[src/design/hmht_pkg.sv]
`timescale 1ns / 1ps
// ----------------------------------------------------------------------------
// hmht_pkg: shared types and constants of the heat max-merge hash table
// Holds the action and status codes, the hash constants and the command
// and status structs that pass between controller and datapath.
// ----------------------------------------------------------------------------
package hmht_pkg;

  localparam int ACT_W  = 2;
  localparam int HEAT_W = 16;
  localparam int STAT_W = 2;

  // Action codes of an input item.
  localparam logic [ACT_W-1:0] ACT_INSERT = 2'd0;
  localparam logic [ACT_W-1:0] ACT_QUERY  = 2'd1;
  localparam logic [ACT_W-1:0] ACT_CLEAR  = 2'd2;
  localparam logic [ACT_W-1:0] ACT_RSVD   = 2'd3;

  // Status codes of a result item.
  localparam logic [STAT_W-1:0] STAT_OK   = 2'd0;
  localparam logic [STAT_W-1:0] STAT_FULL = 2'd1;
  localparam logic [STAT_W-1:0] STAT_ZERO = 2'd2;

  // Finaliser constants and shift amounts.
  localparam logic [63:0] MIX_C1 = 64'hbf58476d1ce4e5b9;
  localparam logic [63:0] MIX_C2 = 64'h94d049bb133111eb;
  localparam int MIX_S1 = 30;
  localparam int MIX_S2 = 27;
  localparam int MIX_S3 = 31;

  // Load limit: an insert of a new key is refused once
  // (count + 1) * LOAD_DEN >= slots * LOAD_NUM.
  localparam int LOAD_NUM = 7;
  localparam int LOAD_DEN = 10;

  typedef enum logic [3:0] {
    ST_CLR_RST,
    ST_IDLE,
    ST_DECODE,
    ST_M1_0,
    ST_M1_1,
    ST_M1_2,
    ST_M1_3,
    ST_M2_0,
    ST_M2_1,
    ST_M2_2,
    ST_M2_3,
    ST_HASH,
    ST_PROBE_RD,
    ST_PROBE_CHK,
    ST_CLR_OP,
    ST_RESP
  } state_e;

  // Which 32x32 partial product the shared multiplier forms.
  typedef enum logic [1:0] {
    PART_LL,
    PART_HL,
    PART_LH
  } part_e;

  typedef enum logic [1:0] {
    ACC_HOLD,
    ACC_LOAD,
    ACC_ADD
  } acc_op_e;

  typedef enum logic [1:0] {
    V_HOLD,
    V_MIX27,
    V_PROD
  } v_op_e;

  typedef enum logic [1:0] {
    IDX_HOLD,
    IDX_HASH,
    IDX_NEXT
  } idx_op_e;

  typedef enum logic [2:0] {
    RES_HOLD,
    RES_ZERO,
    RES_ZKEY,
    RES_FULL,
    RES_HIT,
    RES_NEW
  } res_op_e;

  typedef struct packed {
    logic    req_ready;
    logic    const2;
    part_e   part;
    acc_op_e acc_op;
    v_op_e   v_op;
    idx_op_e idx_op;
    res_op_e res_op;
    logic    wr_key;
    logic    wr_heat;
    logic    cnt_inc;
    logic    cnt_clr;
    logic    clr_step;
    logic    rsp_load;
  } ctrl_cmd_t;

  typedef struct packed {
    logic             req_valid;
    logic [ACT_W-1:0] act;
    logic             key_zero;
    logic             hit;
    logic             empty;
    logic             probe_last;
    logic             full;
    logic             clr_last;
    logic             rsp_free;
  } dp_status_t;

endpackage

[src/design/hmht_ctrl.sv]
`timescale 1ns / 1ps
// ----------------------------------------------------------------------------
// hmht_ctrl: controller of the hash table
// Sequences the clearing sweep, the two multiply rounds of the hash, the
// linear probe and the hand-over of the result to the output register.
// ----------------------------------------------------------------------------
module hmht_ctrl
  import hmht_pkg::*;
(
  input  logic       clk_i,
  input  logic       rst_ni,
  input  dp_status_t status_i,
  output ctrl_cmd_t  cmd_o
);

  state_e state_q, state_d;

  always_ff @(posedge clk_i or negedge rst_ni) begin
    if (!rst_ni) begin
      state_q <= ST_CLR_RST;
    end else begin
      state_q <= state_d;
    end
  end

  always_comb begin
    state_d = state_q;
    unique case (state_q)
      ST_CLR_RST: begin
        if (status_i.clr_last) state_d = ST_IDLE;
      end
      ST_IDLE: begin
        if (status_i.req_valid) state_d = ST_DECODE;
      end
      ST_DECODE: begin
        unique case (status_i.act) inside
          ACT_CLEAR: state_d = ST_CLR_OP;
          ACT_INSERT, ACT_QUERY: begin
            state_d = status_i.key_zero ? ST_RESP : ST_M1_0;
          end
          default: state_d = ST_RESP;
        endcase
      end
      ST_M1_0: state_d = ST_M1_1;
      ST_M1_1: state_d = ST_M1_2;
      ST_M1_2: state_d = ST_M1_3;
      ST_M1_3: state_d = ST_M2_0;
      ST_M2_0: state_d = ST_M2_1;
      ST_M2_1: state_d = ST_M2_2;
      ST_M2_2: state_d = ST_M2_3;
      ST_M2_3: state_d = ST_HASH;
      ST_HASH: state_d = ST_PROBE_RD;
      ST_PROBE_RD: state_d = ST_PROBE_CHK;
      ST_PROBE_CHK: begin
        if (status_i.hit || status_i.empty || status_i.probe_last) begin
          state_d = ST_RESP;
        end else begin
          state_d = ST_PROBE_RD;
        end
      end
      ST_CLR_OP: begin
        if (status_i.clr_last) state_d = ST_RESP;
      end
      ST_RESP: begin
        if (status_i.rsp_free) state_d = ST_IDLE;
      end
      default: state_d = ST_CLR_RST;
    endcase
  end

  always_comb begin
    cmd_o = '0;
    cmd_o.part   = PART_LL;
    cmd_o.acc_op = ACC_HOLD;
    cmd_o.v_op   = V_HOLD;
    cmd_o.idx_op = IDX_HOLD;
    cmd_o.res_op = RES_HOLD;
    unique case (state_q)
      ST_CLR_RST, ST_CLR_OP: begin
        cmd_o.clr_step = 1'b1;
        cmd_o.cnt_clr  = 1'b1;
        if (state_q == ST_CLR_OP && status_i.clr_last) cmd_o.res_op = RES_ZERO;
      end
      ST_IDLE: begin
        cmd_o.req_ready = 1'b1;
      end
      ST_DECODE: begin
        unique case (status_i.act) inside
          ACT_CLEAR: cmd_o.res_op = RES_HOLD;
          ACT_INSERT, ACT_QUERY: begin
            if (status_i.key_zero) cmd_o.res_op = RES_ZKEY;
          end
          default: cmd_o.res_op = RES_ZERO;
        endcase
      end
      ST_M1_0, ST_M2_0: begin
        cmd_o.const2 = (state_q == ST_M2_0);
        cmd_o.part   = PART_LL;
      end
      ST_M1_1, ST_M2_1: begin
        cmd_o.const2 = (state_q == ST_M2_1);
        cmd_o.part   = PART_HL;
        cmd_o.acc_op = ACC_LOAD;
      end
      ST_M1_2, ST_M2_2: begin
        cmd_o.const2 = (state_q == ST_M2_2);
        cmd_o.part   = PART_LH;
        cmd_o.acc_op = ACC_ADD;
      end
      ST_M1_3: begin
        cmd_o.v_op = V_MIX27;
      end
      ST_M2_3: begin
        cmd_o.v_op = V_PROD;
      end
      ST_HASH: begin
        cmd_o.idx_op = IDX_HASH;
      end
      ST_PROBE_RD: begin
        cmd_o.idx_op = IDX_HOLD;
      end
      ST_PROBE_CHK: begin
        if (status_i.hit) begin
          cmd_o.res_op  = RES_HIT;
          cmd_o.wr_heat = (status_i.act == ACT_INSERT);
        end else if (status_i.empty) begin
          if (status_i.act != ACT_INSERT) begin
            cmd_o.res_op = RES_ZERO;
          end else if (status_i.full) begin
            cmd_o.res_op = RES_FULL;
          end else begin
            cmd_o.res_op  = RES_NEW;
            cmd_o.wr_key  = 1'b1;
            cmd_o.wr_heat = 1'b1;
            cmd_o.cnt_inc = 1'b1;
          end
        end else if (status_i.probe_last) begin
          // Every slot holds another key: absent for a query, full for an insert.
          cmd_o.res_op = (status_i.act == ACT_INSERT) ? RES_FULL : RES_ZERO;
        end else begin
          cmd_o.idx_op = IDX_NEXT;
        end
      end
      ST_RESP: begin
        cmd_o.rsp_load = status_i.rsp_free;
      end
      default: cmd_o.res_op = RES_HOLD;
    endcase
  end

endmodule

[config.mk]
export PLATFORM = sky130hd
export DESIGN_NAME = hmht_ctrl
export DESIGN_NICKNAME = d
export VERILOG_FILES = /design/src/design/hmht_pkg.sv /design/src/design/hmht_ctrl.sv
export SDC_FILE = /design/constraint.sdc
export NUM_CORES = 1
export LEC_CHECK = 0
export ABC_AREA = 1
export BUFFER_PORTS_ARGS = -buffer_cell sky130_fd_sc_hd__buf_2
export CORE_AREA = 5 5 42 44
export DETAILED_ROUTE_END_ITERATION = 10
export DIE_AREA = 0 0 47 49
export GPL_ROUTABILITY_DRIVEN = 1
export PLACE_DENSITY = 0.83
export SLEW_MARGIN = 40
export SYNTH_ARGS = -nofsm -noshare
export SYNTH_HDL_FRONTEND = slang
export SYNTH_SLANG_ARGS = --single-unit
[constraint.sdc]
create_clock -name clk_i -period 3.1 [get_ports clk_i]
set_clock_uncertainty 0.1 [all_clocks]
set_input_delay 0.31 -clock clk_i [delete_from_list [all_inputs] [get_ports clk_i]]
set_output_delay 0.31 -clock clk_i [all_outputs]
set_load 0.1 [all_outputs]
=== Yosys cells after proc, flatten, opt, wreduce, memory -nomap -nowiden ===
Index checks and enable logic that the tools add are counted.

* Output and inout port bits: 19
* Bits in registers: 4
* Input bits: 12
* Logic and storage cells: 69

* Reductions and logical operators: 12
* Muxes and demuxes: 35
* Equality and inequality tests: 21

{| class="wikitable"
|+ Operators with widths
! kind !! number
|-
| $pmux 4 s16 || 1
|-
| $eq 4x4->1 const B || 8
|-
| $mux 3 || 8
|-
| $mux 4 || 5
|-
| $pmux 3 s3 || 2
|-
| $eq 4x3->1 const B || 4
|-
| $mux 2 || 8
|-
| $pmux 2 s2 || 3
|-
| $reduce_or 2->1 || 5
|-
| $eq 4x2->1 const B || 2
|-
| $ne 2x2->1 const B || 4
|-
| $pmux 4 s2 || 1
|-
| $mux 1 || 6
|-
| $pmux 3 s2 || 1
|-
| $eq 4x1->1 const B || 1
|-
| $logic_not 4->1 || 1
|-
| $reduce_and 4->1 || 1
|-
| $eq 2x1->1 const B || 1
|-
| $eq 2x2->1 const B || 1
|-
| $logic_not 2->1 || 1
|-
| $logic_or 1x1->1 || 2
|-
| $reduce_bool 2->1 || 1
|-
| $logic_and 1x1->1 || 1
|}

=== Logic depth before layout (Yosys ltp) ===
Gate-level depths: netlist of the first run.

* Depth in word-level cells: 6
* Mapped depth: 8
* Mapped depth without buffers: 8

=== Least setup slack after synthesis of the first run ===
No wires, ideal clock.

* Path type: register -> output
* Start point: register state_q[1]
* End point: output port cmd_o[5] (netlist name)
* Data arrival time: 3.389 ns
* Setup slack: -0.699 ns
* Stages on the path, launching flop included: 7
* Path through: dfrtp_1 > inv_2 > nand2_2 > nor2_2 > inv_2 > nor3_1 > buf_4

{| class="wikitable"
|+ RTL lines
! item !! line !! source
|-
| start, declared || hmht_ctrl.sv:16 || <nowiki>state_e state_q, state_d;</nowiki>
|-
| start signal, assigned || hmht_ctrl.sv:22 || <nowiki>state_q <= state_d;</nowiki>
|-
| end, declared || hmht_ctrl.sv:13 || <nowiki>output ctrl_cmd_t cmd_o</nowiki>
|}

==> out/summary.txt, run 1 <==
CP Max Fanout = 5
Placeable Area = 1400 um2
Top-area cell type share of the netlist area = 20.7%
I/O pin cnt = 31
Vias in the first global route = 602
Detailed Routing Iterations Pass 1 = 4
Final Wtd Congestion = 0.813
Slew HR = 67.7%
First-pass GRT wire length = 2330 um
MaxCap Viol Count = 0
WP data required = 2.69 ns
EDFF count, synth = 0
WL/cell = 10.2 um
Top Registers = state_q x4
Synth cell types = 18
Die W = 47 um
DRT iter0 DRCs = 30
Antenna viol nets, final = 0
CTS H-tree lvls = 1
Crit path cell chain = nor2_1, inv_1, nor2_1, nand3_1, nand3_1, buf_2
Hold Fails Final Rpt = 0
Placed wire-length estimate = 1270 um
Final count of negative-setup-slack endpoints = 0
Post-synth top flop = dfrtp_1
CP Launch Type = register
Clock latency on the worst-skew pair = 0.23 ns
Synth area leader = nand2_1
Synthesized area per cell = 5.33 um2
Mapped cell area = 507 um2
Total CTS buffers = 3
Setup ws final = 0.925 ns
F_max = 460 MHz
Initial antenna violation count = 0
Post-synth ARST share = 100%
Std cell rows = 14
CP max stage cell = buf_2
Synthesis-to-finish area growth = 38.0%
Post-route clock period utilization = 70.2%
Status = finished, final reports clean
Cells after synthesis = 95
Via Count = 689
RSZ-0062 raised after global routing = no
Commonest cells in the netlist = 28 x nand2_1, 17 x nor2_1, 12 x inv_1, 9 x nand3_1
Clock transition at path regs = 0.04 ns
Share of layout cells above drive strength 1 = 33.9%
Routed vias/inst = 4.82
Area of the multi-input gates = 337 um2
Most frequent cell after synthesis = nand2_1
Grt total ovfl = 0
Reg with most FFs = state_q
Final min period = 2.18 ns
Synth Warn # = 0
Top cells by area, synth = nand2_1 21%, dfrtp_1 20%, nor2_1 13%
Post-Route WL = 1470 um
Port bufs = 30
Critical path type = register to primary output
Hold Path Class = primary input to register
Worst slack, placed = 1.19 ns
Slew @ Worst Pin = 0.488 ns
Overall Global Routing Usage = 13.1%
Nets@finish = 141
Die Ht = 49 um
Crit. End Element = primary output
Crit path DAT = 1.77 ns
Max Buffers Root-to-Sink = 2
Die area = 2300 um2
Storage element area = 100 um2
CTS Root Cell = clkbuf_4
Initial core utilization = 36.2%
Slowest stage delay, CP = 0.42 ns
Yosys reg bits = 4
Sequential area share after synthesis = 19.8%
Layout fillers = 149
CTS Sinks = 4
Setup bufs post-CTS = 0
DRC = 0
Antenna Cells = 0
Slew Viols, Final = 0
CTS tree = built
Largest net degree at the start of global routing = 8
Post-Syn Nets = 107
Max FFs per register = 4
## layout make-up
type,instances,share of cell area [%]
well taps,16,2.86
clock buffers,3,3.22
inverters,16,8.59
repair buffers,31,22.9
flip-flops and latches,4,14.3
multi-input cells,73,48.1
## metal layers
metal  up-vias  GRT usage (%)  routed length (um)  share of wire (%)
met2        22           20.1                 724                 49
met5         -              0                   0                  0
met4         0           5.99                  17                1.2
li1        362              -                   -                  -
met3         2          0.738                 101                6.9
met1       303           18.0                 622                 42
## cells by family after synthesis
family          after synthesis  synth area share, %
compound gates               13                 16.0
buf+inv                      18                 14.8
flops                         4                 19.8
simple gates                 60                 49.4
## through the flow
| stage | cells | utilization (%) | instance area (um2) | hold slack, ns | setup TNS, ns |
|---|---|---|---|---|---|
| 6_report | 143 | 49.9 | 699 | 0.307 | 0 |
| 5_1_grt | 143 | 49.9 | 699 | 0.323 | 0 |
| 4_1_cts | 143 | 49.9 | 699 | 0.314 | 0 |
| 3_5_place_dp | 139 | 47.6 | 667 | 0.0166 | 0 |
| 3_3_place_gp | 139 | 47.6 | 667 | 0.0132 | 0 |
| 2_1_floorplan | 95 | - | 512 | -0.0856 | -0.225 |
## path summary, 6_finish.rpt
path / from / slack (ns) / end / depth (start not counted)
min reg2reg: state_q[2] / 0.60 / state_q[2] / 4
max in group asynchronous: rst_ni / 2.47 / state_q[1] / 2
min in group asynchronous: rst_ni / 0.32 / state_q[2] / 2
min: status_i[1] / 0.31 / state_q[2] / 4
max reg2reg: state_q[3] / 1.62 / state_q[1] / 6
max: state_q[3] / 0.92 / cmd_o[6] / 6
## critical path: cells and delay by family (launching register included)
| kind | cells | cell delay, ns |
|---|---|---|
| buf+inv | 2 | 0.54 |
| simple gates | 4 | 0.59 |
| flops | 1 | 0.41 |
## placed cells by master (no fill, tap or decap), drive strengths merged
| master | instances |
|---|---|
| nand3 | 9 |
| nor2 | 19 |
| clkbuf | 3 |
| dlygate4sd3 | 1 |
| a21boi | 2 |
| o21ai | 3 |
| nand4 | 1 |
| o211ai | 2 |
| a21oi | 5 |
| nor3 | 1 |
| inv | 16 |
| nand2 | 30 |
| o21a | 1 |
| buf | 30 |
| dfrtp | 4 |
## what timing repair did
item | in CTS | in global routing
endpoints found under the hold margin | 4 | 0
hold buffers | 1 | 0
gates resized for setup | 0 | 0
Power of run 1 is left out: the tool's default activity adds up to more than one toggle a clock period on the data nets, which glitch-free logic cannot reach.
==> run 2: changes to the inputs <==
--- a/config.mk
+++ b/config.mk
@@ -5,13 +5,13 @@
 export SDC_FILE = /design/constraint.sdc
 export NUM_CORES = 1
 export LEC_CHECK = 0
-export ABC_AREA = 1
+export ABC_AREA = 0
 export BUFFER_PORTS_ARGS = -buffer_cell sky130_fd_sc_hd__buf_2
-export CORE_AREA = 5 5 42 44
+export CORE_MARGIN = 5
+export CORE_UTILIZATION = 40
 export DETAILED_ROUTE_END_ITERATION = 10
-export DIE_AREA = 0 0 47 49
 export GPL_ROUTABILITY_DRIVEN = 1
-export PLACE_DENSITY = 0.83
+export PLACE_DENSITY = 0.84
 export SLEW_MARGIN = 40
 export SYNTH_ARGS = -nofsm -noshare
 export SYNTH_HDL_FRONTEND = slang
==> constraint.sdc (replaced) <==
create_clock -name clk_i -period 2.2 [get_ports clk_i]
set_clock_uncertainty 0.1 [all_clocks]
set_input_delay 0.22 -clock clk_i [delete_from_list [all_inputs] [get_ports clk_i]]
set_output_delay 0.22 -clock clk_i [all_outputs]
set_load 0.1 [all_outputs]
==> out/summary.txt, run 2 <==
Status = finished, final reports clean
Synth Area in XOR/XNOR = 0%
Synth Area in Simple Gates = 33.0%
WP data required = 1.88 ns
CTS H-tree lvls = 1
Yosys reg bits = 4
Crit path DAT = 1.76 ns
Clock latency on the worst-skew pair = 0.23 ns
Port bufs = 30
Compound-Gate Fraction of Synth Area = 34.1%
Synth area leader = dfrtp_1
Hold Fails Final Rpt = 0
CP max stage cell = dfrtp_1
Multiplexer area fraction after synthesis = 1.95%
Setup ws final = 0.119 ns
Slew HR = 67.6%
Cells after synthesis = 77
Commonest cells in the netlist = 15 x nor2_1, 6 x nand2_1, 4 x a21oi_1, 4 x dfrtp_1, 4 x inv_1
Vias in the first global route = 626
Most frequent cells in the layout = 24 x buf_2, 9 x nor2_1, 6 x nand2_1, 6 x nor2_2, 6 x buf_12
Synthesis-to-finish area growth = 55.7%
F_max = 480 MHz
Routed vias/inst = 5.44
Reg with most FFs = state_q
Synthesized area per cell = 7.49 um2
Via Count = 664
CP Launch Type = register
Slew Viols, Final = 0
RSZ-0062 raised after global routing = no
Antenna viol nets, final = 0
Post-synth ARST share = 100%
WL/cell = 13.7 um
Overall Global Routing Usage = 16.1%
Share of layout cells above drive strength 1 = 55.1%
Synth cell types = 34
Synth Warn # = 0
Final count of negative-setup-slack endpoints = 0
Mapped cell area = 577 um2
CTS Root Cell = clkbuf_4
I/O pin cnt = 31
DRC = 0
Top Registers = state_q x4
Nets@finish = 121
Max FFs per register = 4
Clock transition at path regs = 0.03 ns
EDFF count, synth = 0
Antenna Cells = 0
Top cells by area, synth = dfrtp_1 17%, nor2_1 9.8%, buf_6 5.9%
Final min period = 2.08 ns
CP Max Fanout = 11
Crit path cell chain = nand2b_1, and2_1, nor3_2, buf_2
Largest net degree at the start of global routing = 16
Top-area cell type share of the netlist area = 17.4%
Most frequent cell after synthesis = nor2_1
MaxCap Viol Count = 0
Synth Area in Adders = 0%
Final Wtd Congestion = 0.743
Hold Path Class = primary input to register
Total CTS buffers = 3
Slowest stage delay, CP = 0.48 ns
Post-Syn Nets = 89
Initial antenna violation count = 0
Post-Route WL = 1680 um
CTS tree = built
Sequential area share after synthesis = 17.4%
CTS Sinks = 4
Max Buffers Root-to-Sink = 2
Crit. End Element = primary output
First-pass GRT wire length = 2590 um
Die Ht = 48.0 um
Die area = 2300 um2
Post-route clock period utilization = 94.6%
Std cell rows = 13
Worst slack, placed = 0.242 ns
Placed wire-length estimate = 1410 um
Detailed Routing Iterations Pass 1 = 4
Initial core utilization = 43.2%
DRT iter0 DRCs = 13
Most frequent standard cell in the layout excluding fill and tap cells = buf_2
Critical path type = register to primary output
Grt total ovfl = 0
Placeable Area = 1330 um2
Die W = 48.0 um
Slew @ Worst Pin = 0.489 ns
Post-synth top flop = dfrtp_1
Setup TNS = 0 ns
Largest family of logic cells by synthesized area = compound AO/OA/AOI/OAI gates
[run 2: cell count changes after synthesis, moves of 3 or more]
| cell | delta |
|---|---|
| buf_6 | +3 |
| inv_1 | -8 |
| nand2_1 | -22 |
| nand2b_1 | +3 |
| nand3_1 | -6 |
[run 2: area by class of cell]
| class | instances | area (um2) |
|---|---|---|
| clock buffer | 3 | 22.5 |
| multi-input combinational | 61 | 468 |
| fill | 115 | 435 |
| timing repair buffer | 33 | 265 |
| sequential | 4 | 101 |
| inverter | 6 | 22.5 |
| tap | 15 | 18.8 |
[run 2: per-stage QoR]
stage | instance area, um2 | cells | utilization [%] | hold WS, ns
floorplan | 647 | 77 | - | -0.176
global placement | 857 | 117 | 64.3 | -0.0767
detailed placement | 857 | 117 | 64.3 | -0.0749
CTS | 897 | 122 | 67.3 | 0.172
global route | 898 | 122 | 67.4 | 0.200
finish | 898 | 122 | 67.4 | 0.176
[run 2: worst paths after layout]
check,from,to,slack [ns],cells past startpoint
worst max-delay path,state_q[3],cmd_o[13],0.12,4
worst min-delay path,status_i[1],state_q[0],0.18,3
worst max register to register,state_q[0],state_q[2],0.58,5
worst min register to register,state_q[1],state_q[1],0.68,2
max in group asynchronous,rst_ni,state_q[1],1.65,2
min in group asynchronous,rst_ni,state_q[3],0.22,2
[run 2: metal layers]
layer  wire [um]  share of wire [%]  track usage (%)
met4          55                3.3             12.4
met3         142                8.5             1.13
met5           0                  0                0
met2         849                 51             26.6
met1         629                 38             19.1
[run 2: critical path: cells and delay by family (launching register included)]
kind / cells / cell delay [ns]
flip-flops: 1 / 0.48
buffers and inverters: 1 / 0.44
AND/OR/NAND/NOR: 3 / 0.61
[run 2: timing repair]
item / CTS / global route
endpoints found under the hold margin: 4 / 0
setup buffers: 1 / 0
endpoints found under the setup margin: 1 / 1
hold buffers: 1 / 0
resized for setup: 0 / 1
[run 2: cell families after synthesis]
family | count (synthesis)
multiplexers | 1
AO/OA/AOI/OAI | 22
AND/OR/NAND/NOR | 38
buffers and inverters | 12
flip-flops | 4
Power of run 2 is left out for the same reason.
==> run 3: changes to the inputs <==
==> constraint.sdc (replaced) <==
create_clock -name clk_i -period 2.09 [get_ports clk_i]
set_clock_uncertainty 0.1 [all_clocks]
set_input_delay 0.209 -clock clk_i [delete_from_list [all_inputs] [get_ports clk_i]]
set_output_delay 0.209 -clock clk_i [all_outputs]
set_load 0.1 [all_outputs]
==> out/summary.txt, run 3 (same netlist as run 2, synthesis figures left out) <==
Post-route clock period utilization = 96.6%
CTS Root Cell = clkbuf_4
Initial antenna violation count = 0
Antenna Cells = 0
CP Max Fanout = 10
Die Ht = 48.0 um
Post-Route WL = 1840 um
Die area = 2300 um2
Crit. End Element = primary output
Storage element area = 100 um2
Slew HR = 67.7%
Critical path type = register to primary output
F_max = 495 MHz
Setup TNS = 0 ns
Overall Global Routing Usage = 16.9%
Top Registers = state_q x4
Grt total ovfl = 0
First-pass GRT wire length = 2760 um
Slew Viols, Final = 0
Status = finished, final reports clean
Max FFs per register = 4
RSZ-0062 raised after global routing = yes
DRC = 0
Crit path DAT = 1.71 ns
Total CTS buffers = 3
CTS tree = built
Final Wtd Congestion = 0.833
Design Area, Final = 987 um2
Slew @ Worst Pin = 0.487 ns
Most frequent standard cell in the layout excluding fill and tap cells = buf_2
Die W = 48.0 um
Antenna viol nets, final = 0
Final min period = 2.02 ns
Max Buffers Root-to-Sink = 2
Slowest stage delay, CP = 0.48 ns
MaxCap Viol Count = 0
Hold Fails Final Rpt = 0
DRT iter0 DRCs = 28
Share of layout cells above drive strength 1 = 55.6%
Clock latency on the worst-skew pair = 0.23 ns
Clock transition at path regs = 0.03 ns
R2R Path Start = state_q[0]
Std cell rows = 13
Port bufs = 30
Crit path cell chain = buf_4, nand2b_1, nor2_2, buf_2
Synthesis-to-finish area growth = 71.1%
CP max stage cell = dfrtp_1
Reg with most FFs = state_q
Hold Slack = 0.178 ns
CTS Sinks = 4
Hold Path Class = primary input to register
WL/cell = 14.9 um
Nets@finish = 122
Placed wire-length estimate = 1570 um
HP Start = status_i[1]
Placed Instance Area = 942 um2
Largest net degree at the start of global routing = 12
WP data required = 1.78 ns
Critical Path Source = state_q[1]
Detailed Routing Iterations Pass 1 = 4
Reg2Reg Setup Slack = 0.49 ns
Final count of negative-setup-slack endpoints = 0
Area of the multi-input gates = 470 um2
Via Count = 695
CP Launch Type = register
CTS H-tree lvls = 1
Most frequent cells in the layout = 17 x buf_2, 11 x buf_12, 8 x nor2_1
Placeable Area = 1330 um2
Initial core utilization = 43.2%
Vias in the first global route = 647
Routed vias/inst = 5.65
Layout fillers = 101
I/O pin cnt = 31
[run 3: changes by cell type in the layout (fill, tap and decap cells not counted), sizes merged]
cell | previous run | this run
clkbuf | 3 | 5
buf | 32 | 31
[run 3: path summary, 6_finish.rpt]
path | endpoint | cells past startpoint
worst min-delay path | state_q[0] | 3
worst min register to register | state_q[3] | 3
worst max-delay path | cmd_o[18] | 4
max in group asynchronous | state_q[3] | 2
worst max register to register | state_q[2] | 5
min in group asynchronous | state_q[1] | 2
[run 3: layout make-up]
cell class | count | area share [%]
multi-input combinational | 61 | 47.7
clock buffer | 3 | 2.28
tap | 15 | 1.90
timing repair buffer | 34 | 35.7
sequential | 4 | 10.1
inverter | 6 | 2.28
[run 3: critical path, delay by kind of cell, from the launching register on]
family,cells,cell delay (ns)
flops,1,0.48
buf+inv,2,0.64
simple gates,2,0.36
[run 3: stage by stage]
step	setup slack, ns	std cells	util, %
2_1_floorplan	-0.447	77	-
3_3_place_gp	0.335	118	70.6
3_5_place_dp	0.253	118	70.6
4_1_cts	0.00373	122	73.1
5_1_grt	-0.00909	123	74.0
6_report	0.0701	123	74.0
[run 3: timing repair]
item                                   4_1_cts  5_1_grt
resized for setup                            0        2
hold buffers                                 1        0
setup endpoints to repair                    0        6
buffers inserted                             0        1
endpoints found under the hold margin        4        0
[run 3: per-layer routing]
layer  track usage (%)  routed length [um]  vias to the layer above
met3             0.752                 137                        4
li1                  -                   -                      342
met1              18.6                 644                      313
met4              11.8                  53                        0
met5                 0                   0                        -
met2              30.6                1000                       36
Power of run 3 is left out for the same reason.
